File: src/rtl/caf_pkg.sv
`timescale 1ns / 1ps
`default_nettype none
// ----------------------------------------------------------------------------
// caf_pkg
// Types, codes and helpers shared by the 8-bit CPU ALU with flag actions.
// ----------------------------------------------------------------------------
package caf_pkg;

  // ALU operation codes
  typedef enum logic [3:0] {
    OP_INC8      = 4'd0,
    OP_DEC8      = 4'd1,
    OP_INC16     = 4'd2,
    OP_DEC16     = 4'd3,
    OP_ADD8      = 4'd4,
    OP_ADC8      = 4'd5,
    OP_ADD16     = 4'd6,
    OP_ADDSIGNED = 4'd7,
    OP_SUB8      = 4'd8,
    OP_SBC8      = 4'd9,
    OP_CPL       = 4'd10,
    OP_DAA       = 4'd11
  } alu_op_e;

  // Per-flag action codes
  typedef enum logic [1:0] {
    FLAG_RESET = 2'd0,
    FLAG_SET   = 2'd1,
    FLAG_KEEP  = 2'd2
  } flag_act_e;

  // Decimal adjust constants
  localparam logic [7:0] DaaHiLimit = 8'h99;
  localparam logic [7:0] DaaHiAdj   = 8'h60;
  localparam logic [7:0] DaaLoAdj   = 8'h06;
  localparam logic [3:0] DaaLoLimit = 4'h9;
  localparam logic [3:0] NibbleMax  = 4'hF;

  // Input item
  typedef struct packed {
    logic [3:0]  func;
    logic [15:0] operand_a;
    logic [15:0] operand_b;
    logic        carry_in;
    logic        half_in;
    logic        subtract_in;
  } caf_in_t;

  // Result item
  typedef struct packed {
    logic [15:0] result;
    flag_act_e   zero_flag;
    flag_act_e   subtract_flag;
    flag_act_e   half_flag;
    flag_act_e   carry_flag;
  } caf_out_t;

  // Condition to set/reset action
  function automatic flag_act_e flag_of(input logic cond);
    flag_of = cond ? FLAG_SET : FLAG_RESET;
  endfunction

endpackage
`default_nettype wire

File: src/rtl/cpu_alu_with_flags.sv
`timescale 1ns / 1ps
`default_nettype none
// ----------------------------------------------------------------------------
// cpu_alu_with_flags
// 8-bit CPU ALU with Z/N/H/C flag actions, registered in and out.
// ----------------------------------------------------------------------------
// An item is registered on transfer, evaluated by one pass through the ALU
// and held in the result register until the sink takes it; one item is
// taken every cycle while the sink does not stall. The input register also
// loads whenever it is empty, so a stall on the output holds the input side
// only once both registers are full. No state is kept between items.
module cpu_alu_with_flags (
  input  var logic              clk_i,
  input  var logic              rst_ni,
  input  var logic              in_valid_i,
  output var logic              in_stall_o,
  input  var caf_pkg::caf_in_t  in_data_i,
  output var logic              out_valid_o,
  input  var logic              out_stall_i,
  output var caf_pkg::caf_out_t out_data_o
);

  logic              op_valid_q;
  caf_pkg::caf_in_t  op_q;
  logic              res_valid_q;
  caf_pkg::caf_out_t res_q;
  caf_pkg::caf_out_t res_d;
  logic              res_load;
  logic              op_load;

  // pipeline advance
  assign res_load   = !res_valid_q || !out_stall_i;
  assign op_load    = !op_valid_q || res_load;
  assign in_stall_o = !op_load;

  // input register
  always_ff @(posedge clk_i or negedge rst_ni) begin
    if (!rst_ni) begin
      op_valid_q <= 1'b0;
    end else if (op_load) begin
      op_valid_q <= in_valid_i;
    end
  end

  always_ff @(posedge clk_i) begin
    if (op_load && in_valid_i) begin
      op_q <= in_data_i;
    end
  end

  // ALU datapath
  caf_alu u_alu (
    .op_i  (op_q),
    .res_o (res_d)
  );

  // result register
  always_ff @(posedge clk_i or negedge rst_ni) begin
    if (!rst_ni) begin
      res_valid_q <= 1'b0;
    end else if (res_load) begin
      res_valid_q <= op_valid_q;
    end
  end

  always_ff @(posedge clk_i) begin
    if (res_load && op_valid_q) begin
      res_q <= res_d;
    end
  end

  assign out_valid_o = res_valid_q;
  assign out_data_o  = res_q;

endmodule
`default_nettype wire

File: src/rtl/caf_alu.sv
`timescale 1ns / 1ps
`default_nettype none
// ----------------------------------------------------------------------------
// caf_alu
// Combinational datapath: computes the result value and flag actions.
// ----------------------------------------------------------------------------
module caf_alu (
  input  var caf_pkg::caf_in_t  op_i,
  output var caf_pkg::caf_out_t res_o
);

  logic [7:0]  a8;
  logic [7:0]  b8;
  logic        cin;
  logic [7:0]  inc8;
  logic [7:0]  dec8;
  logic [8:0]  add9;
  logic [4:0]  addh;
  logic [8:0]  sub9;
  logic [4:0]  subh;
  logic [16:0] add17;
  logic [12:0] add13;
  logic [8:0]  sadd9;
  logic [4:0]  saddh;
  logic [15:0] sres;
  logic        daa_hi;
  logic        daa_lo;
  logic [7:0]  daa_off;
  logic [7:0]  daa_r;

  assign a8 = op_i.operand_a[7:0];
  assign b8 = op_i.operand_b[7:0];

  // carry is used by the adders only for adc and sbc
  assign cin = (op_i.func == caf_pkg::OP_ADC8 || op_i.func == caf_pkg::OP_SBC8)
               ? op_i.carry_in : 1'b0;

  // 8-bit adders and subtractors with carry/borrow taps
  assign inc8  = a8 + 8'd1;
  assign dec8  = a8 - 8'd1;
  assign add9  = {1'b0, a8} + {1'b0, b8} + {8'd0, cin};
  assign addh  = {1'b0, a8[3:0]} + {1'b0, b8[3:0]} + {4'd0, cin};
  assign sub9  = {1'b0, a8} - {1'b0, b8} - {8'd0, cin};
  assign subh  = {1'b0, a8[3:0]} - {1'b0, b8[3:0]} - {4'd0, cin};

  // 16-bit add, half carry out of bit 11
  assign add17 = {1'b0, op_i.operand_a} + {1'b0, op_i.operand_b};
  assign add13 = {1'b0, op_i.operand_a[11:0]} + {1'b0, op_i.operand_b[11:0]};

  // signed byte offset; flags from unsigned low-byte add
  assign sres  = op_i.operand_a + {{8{b8[7]}}, b8};
  assign sadd9 = {1'b0, a8} + {1'b0, b8};
  assign saddh = {1'b0, a8[3:0]} + {1'b0, b8[3:0]};

  // decimal adjust
  assign daa_hi  = op_i.carry_in || (!op_i.subtract_in && (a8 > caf_pkg::DaaHiLimit));
  assign daa_lo  = op_i.half_in || (!op_i.subtract_in && (a8[3:0] > caf_pkg::DaaLoLimit));
  assign daa_off = (daa_hi ? caf_pkg::DaaHiAdj : 8'd0) | (daa_lo ? caf_pkg::DaaLoAdj : 8'd0);
  assign daa_r   = op_i.subtract_in ? (a8 - daa_off) : (a8 + daa_off);

  // result and flag selection
  always_comb begin
    res_o.result        = op_i.operand_a;
    res_o.zero_flag     = caf_pkg::FLAG_KEEP;
    res_o.subtract_flag = caf_pkg::FLAG_KEEP;
    res_o.half_flag     = caf_pkg::FLAG_KEEP;
    res_o.carry_flag    = caf_pkg::FLAG_KEEP;
    case (caf_pkg::alu_op_e'(op_i.func))
      caf_pkg::OP_INC8: begin
        res_o.result        = {8'd0, inc8};
        res_o.zero_flag     = caf_pkg::flag_of(inc8 == 8'd0);
        res_o.subtract_flag = caf_pkg::FLAG_RESET;
        res_o.half_flag     = caf_pkg::flag_of(inc8[3:0] == 4'd0);
      end
      caf_pkg::OP_DEC8: begin
        res_o.result        = {8'd0, dec8};
        res_o.zero_flag     = caf_pkg::flag_of(dec8 == 8'd0);
        res_o.subtract_flag = caf_pkg::FLAG_SET;
        res_o.half_flag     = caf_pkg::flag_of(dec8[3:0] == caf_pkg::NibbleMax);
      end
      caf_pkg::OP_INC16: begin
        res_o.result = op_i.operand_a + 16'd1;
      end
      caf_pkg::OP_DEC16: begin
        res_o.result = op_i.operand_a - 16'd1;
      end
      caf_pkg::OP_ADD8, caf_pkg::OP_ADC8: begin
        res_o.result        = {8'd0, add9[7:0]};
        res_o.zero_flag     = caf_pkg::flag_of(add9[7:0] == 8'd0);
        res_o.subtract_flag = caf_pkg::FLAG_RESET;
        res_o.half_flag     = caf_pkg::flag_of(addh[4]);
        res_o.carry_flag    = caf_pkg::flag_of(add9[8]);
      end
      caf_pkg::OP_ADD16: begin
        res_o.result        = add17[15:0];
        res_o.subtract_flag = caf_pkg::FLAG_RESET;
        res_o.half_flag     = caf_pkg::flag_of(add13[12]);
        res_o.carry_flag    = caf_pkg::flag_of(add17[16]);
      end
      caf_pkg::OP_ADDSIGNED: begin
        res_o.result        = sres;
        res_o.zero_flag     = caf_pkg::FLAG_RESET;
        res_o.subtract_flag = caf_pkg::FLAG_RESET;
        res_o.half_flag     = caf_pkg::flag_of(saddh[4]);
        res_o.carry_flag    = caf_pkg::flag_of(sadd9[8]);
      end
      caf_pkg::OP_SUB8, caf_pkg::OP_SBC8: begin
        res_o.result        = {8'd0, sub9[7:0]};
        res_o.zero_flag     = caf_pkg::flag_of(sub9[7:0] == 8'd0);
        res_o.subtract_flag = caf_pkg::FLAG_SET;
        res_o.half_flag     = caf_pkg::flag_of(subh[4]);
        res_o.carry_flag    = caf_pkg::flag_of(sub9[8]);
      end
      caf_pkg::OP_CPL: begin
        res_o.result        = {8'd0, ~a8};
        res_o.subtract_flag = caf_pkg::FLAG_SET;
        res_o.half_flag     = caf_pkg::FLAG_SET;
      end
      caf_pkg::OP_DAA: begin
        res_o.result     = {8'd0, daa_r};
        res_o.zero_flag  = caf_pkg::flag_of(daa_r == 8'd0);
        res_o.half_flag  = caf_pkg::FLAG_RESET;
        res_o.carry_flag = caf_pkg::flag_of(daa_hi);
      end
      default: begin
        // unused codes pass operand_a through, all flags kept
        res_o.result = op_i.operand_a;
      end
    endcase
  end

endmodule
`default_nettype wire
File: config.mk
export PLATFORM = sky130hd
export DESIGN_NAME = cpu_alu_with_flags
export DESIGN_NICKNAME = d
export VERILOG_FILES = /design/src/rtl/caf_pkg.sv /design/src/rtl/cpu_alu_with_flags.sv /design/src/rtl/caf_alu.sv
export SDC_FILE = /design/constraint.sdc
export NUM_CORES = 1
export LEC_CHECK = 0
export ABC_AREA = 1
export BUFFER_PORTS_ARGS = -buffer_cell sky130_fd_sc_hd__buf_4
export CORE_AREA = 5 5 136 138
export DETAILED_ROUTE_END_ITERATION = 12
export DIE_AREA = 0 0 141 143
export GPL_TIMING_DRIVEN = 0
export PLACE_DENSITY = 0.55
export SYNTH_ARGS = -nofsm -noshare
export SYNTH_HDL_FRONTEND = slang
export SYNTH_SLANG_ARGS = --single-unit
File: constraint.sdc
create_clock -name clk_i -period 3.3 [get_ports clk_i]
set_clock_uncertainty 0.15 [all_clocks]
set_input_delay 0.33 -clock clk_i [delete_from_list [all_inputs] [get_ports clk_i]]
set_output_delay 0.33 -clock clk_i [all_outputs]
set_load 0.005 [all_outputs]
==> impl_metrics.yaml <==
outcome:
  status: "complete, but fails checks"
  violations: "setup timing"
floorplanning:
  core_area_um2: 17100
  rows: 48
  chipHeight_um: 143
  initial_core_util_pct: 34.4
  io_pins: 69
  die_x_um: 141
  dieArea_um2: 20200
min_path:
  worstHoldPathCells: 1
  hp-start: "in_data_i[37]"
  min_delay_worst_endpoint: "op_q[37]"
  hold_path_class: "input pin to flip-flop"
placement:
  place_hpwl_mm: 14.3
  placed_cell_area_um2: 6680
  place_congestion: 0.988
  port_buffers: 68
global_route:
  grt_pass1_vias: 5636
  use_met2_pct: 29.9
  gr-usage-all-layers_pct: 19.3
  grt.overflow.total: 0
  antenna_found_initial: 0
  top_usage_layer: "met2"
  grt_pass1_wl_mm: 30.0
  use_met3_pct: 2.81
  grt_max_degree: 40
  met1_usage_pct: 26.8
drt:
  first_pass_iters: 5
  drt.antenna.violating_nets: 0
  drc: 0
  drtIter0Drc: 582
  vias_per_cell: 5.15
  wl_per_cell_um: 16.5
  wl_mm: 19.2
  vias: 5986
synthesis:
  async_reset_ff_share_pct: 3.08
  synth_seq_area_share_pct: 33.1
  synth_warnings: 0
  synth_cell_type_count: 43
  synth_seq_cells: 65
  synth_nets: 894
  synth_edf_count: 63
  mappedNetlistArea_um2: 5870
  avgSynthCellArea_um2: 7.47
  synthFlopType: "edfxtp_1"
  synthCells: 786
sta:
  timing_hold_violations_final: 0
  rsz0062_at_grt: "true"
  finalSetupViolCount: 3
  finalCritPeriodShare_pct: 105
  tns_ns: -0.197
  drv_slew: 0
  fmax_mhz: 290
  worst_slew_pin_slew_ns: 0.912
  min_period_ns: 3.45
  post-route-worst-setup-slack_ns: -0.150
  relSlewSlack_pct: 39.0
clock_network:
  cts_root_buf: "clkbuf_16"
  clk_pin_slew_ns: 0.06
  cts_made_buffers: 9
  cts_buffer_depth: 2
  clk_latency_ns: 0.35
  cts_tree: "yes"
  cts_max_level: 3
  clock-sinks: 65
setup_path:
  critical_path_class: "flip-flop to flip-flop"
  reg2reg_slack_ns: -0.15
  start_kind: "flip-flop"
  worstReg2RegEnd: "out_data_o[15]"
  critPathMaxFanout: 4
  crit_arrival_ns: 3.38
  r2r-start: "op_q[20]"
  rr_worst_depth: 17
  required_ns: 3.23
  cp-end-kind: "flip-flop"
power:
  pwr-share-comb_pct: 36.8
  powerDensity_nw_per_um2: 399
  ir_drop_mv: 0.249
  leakage_nw: 3.61
  swShare_pct: 36.0
  power.share.clock_pct: 28.6
  intPower_w: 0.00198
  p_seq_share_pct: 34.5
  p_sw_w: 0.00111
finish:
  diodes: 0
  finish.utilization_pct: 45.4
  finalInstanceArea_um2: 7740
  drive_gt1_share_pct: 20.1
  fillers: 1725
  fin_nets: 1041
  syn_to_final_growth_pct: 31.9
  final_common_cell: "nand2_1"
  layout_common_cells: "nand2_1 (197), buf_4 (101), nand3_1 (78), inv_1 (75), edfxtp_1 (63)"
job:
  maxCapViolCount: 0
[worst max-delay path, stage by stage (launching register included)]
cell and delay (ns):
edfxtp_1 0.45, inv_2 0.16, ha_4 0.15, inv_2 0.04, nor3_4 0.20, nor2_1 0.08
a21oi_2 0.21, inv_2 0.09, ha_4 0.16, o21ai_0 0.19, ha_1 0.31, a21oi_1 0.17
o21a_1 0.16, nand3_1 0.11, nand3_2 0.12, nand3_2 0.09, nor3_2 0.22, nand3_2 0.12
[routing by layer]
metal / vias up / routed length, um
met5: - / 0
met4: 0 / 634
met3: 43 / 1120
met2: 198 / 8460
met1: 2752 / 8960
li1: 2993 / -
[flip-flops by register name, indices dropped and copies added, names as in the netlist]
signal / cells
op_q: 39
out_data_o: 24
op_valid_q: 1
out_valid_o: 1
[Yosys cell counts (all sizes together), types with 4 or more instances]
cell type	n	share of area, %
o21bai	6	0.77
nand2	214	14
nor3	15	1.3
xnor2	7	1.0
nand3b	5	0.64
xor2	14	2.1
nand3	82	7.1
a21oi	58	5.3
fa	4	1.4
edfxtp	63	32
nor2	60	4.0
o211ai	10	1.3
or2	4	0.43
ha	61	13
o21ai	40	3.4
nand4	19	2.0
inv	96	6.2
clkbuf	4	0.28
[stage by stage]
step                      total power (W)  instances  setup WS [ns]  hold slack [ns]
after global routing              0.00329       1163         -0.295          0.00424
after detailed placement          0.00207       1079         -0.636          -0.0338
after CTS                         0.00306       1157        0.00111         0.000467
after global placement            0.00207       1079         -0.631          -0.0347
final                             0.00309       1163         -0.150           0.0123
after floorplan                   0.00174        786         0.0245           -0.116
[power by group through the flow]
stage               sequential, W  clock (W)  combinational [W]
CTS                       0.00107   0.000912            0.00108
global placement          0.00110          0           0.000972
finish                    0.00107   0.000885            0.00114
floorplan                 0.00108          0           0.000662
global route              0.00108   0.000946            0.00126
detailed placement        0.00109          0           0.000977
[logic make-up (layout without fill, tap and decap cells)]
family | after synthesis | in the layout | share of synthesized area, %
AO/OA/AOI/OAI | 131 | 131 | 13.1
XOR/XNOR | 21 | 21 | 3.13
adder cells (fa/ha/maj) | 65 | 65 | 14.4
buffers and inverters | 102 | 254 | 6.63
flip-flops | 65 | 65 | 33.1
AND/OR/NAND/NOR | 402 | 402 | 29.7
[area by class of cell]
cell class              instances  area [um^2]  share of cell area [%]
clock inverters                 6         45.0                   0.582
repair buffers                137         1120                    14.5
clock buffers                  10          229                    2.96
flip-flops and latches         65         1940                    25.1
plain buffers                   5         27.5                   0.355
inverters                      96          363                    4.69
well taps                     225          282                    3.64
multi-input cells             619         3730                    48.2
[how the worst max path moves through the flow]
stage / start / to / slack [ns] / cells past startpoint
after global placement: op_q[20] / out_data_o[15] / -0.63 / 20
final: op_q[20] / out_data_o[15] / -0.15 / 17
after global routing: op_q[20] / out_data_o[15] / -0.30 / 17
after detailed placement: op_q[20] / out_data_o[15] / -0.64 / 20
after CTS: op_q[37] / out_data_o[15] / 0.001 / 16
after floorplan: op_q[20] / out_data_o[15] / 0.02 / 20
[repair_timing]
item | 4_1_cts | 5_1_grt
gates resized for setup | 17 | 33
pin swaps | 9 | 20
hold endpoints to repair | 37 | 0
hold buffers | 36 | 0
buffers inserted | 27 | 9
endpoints found under the setup margin | 8 | 15
Power figures use the tool's default switching activity.
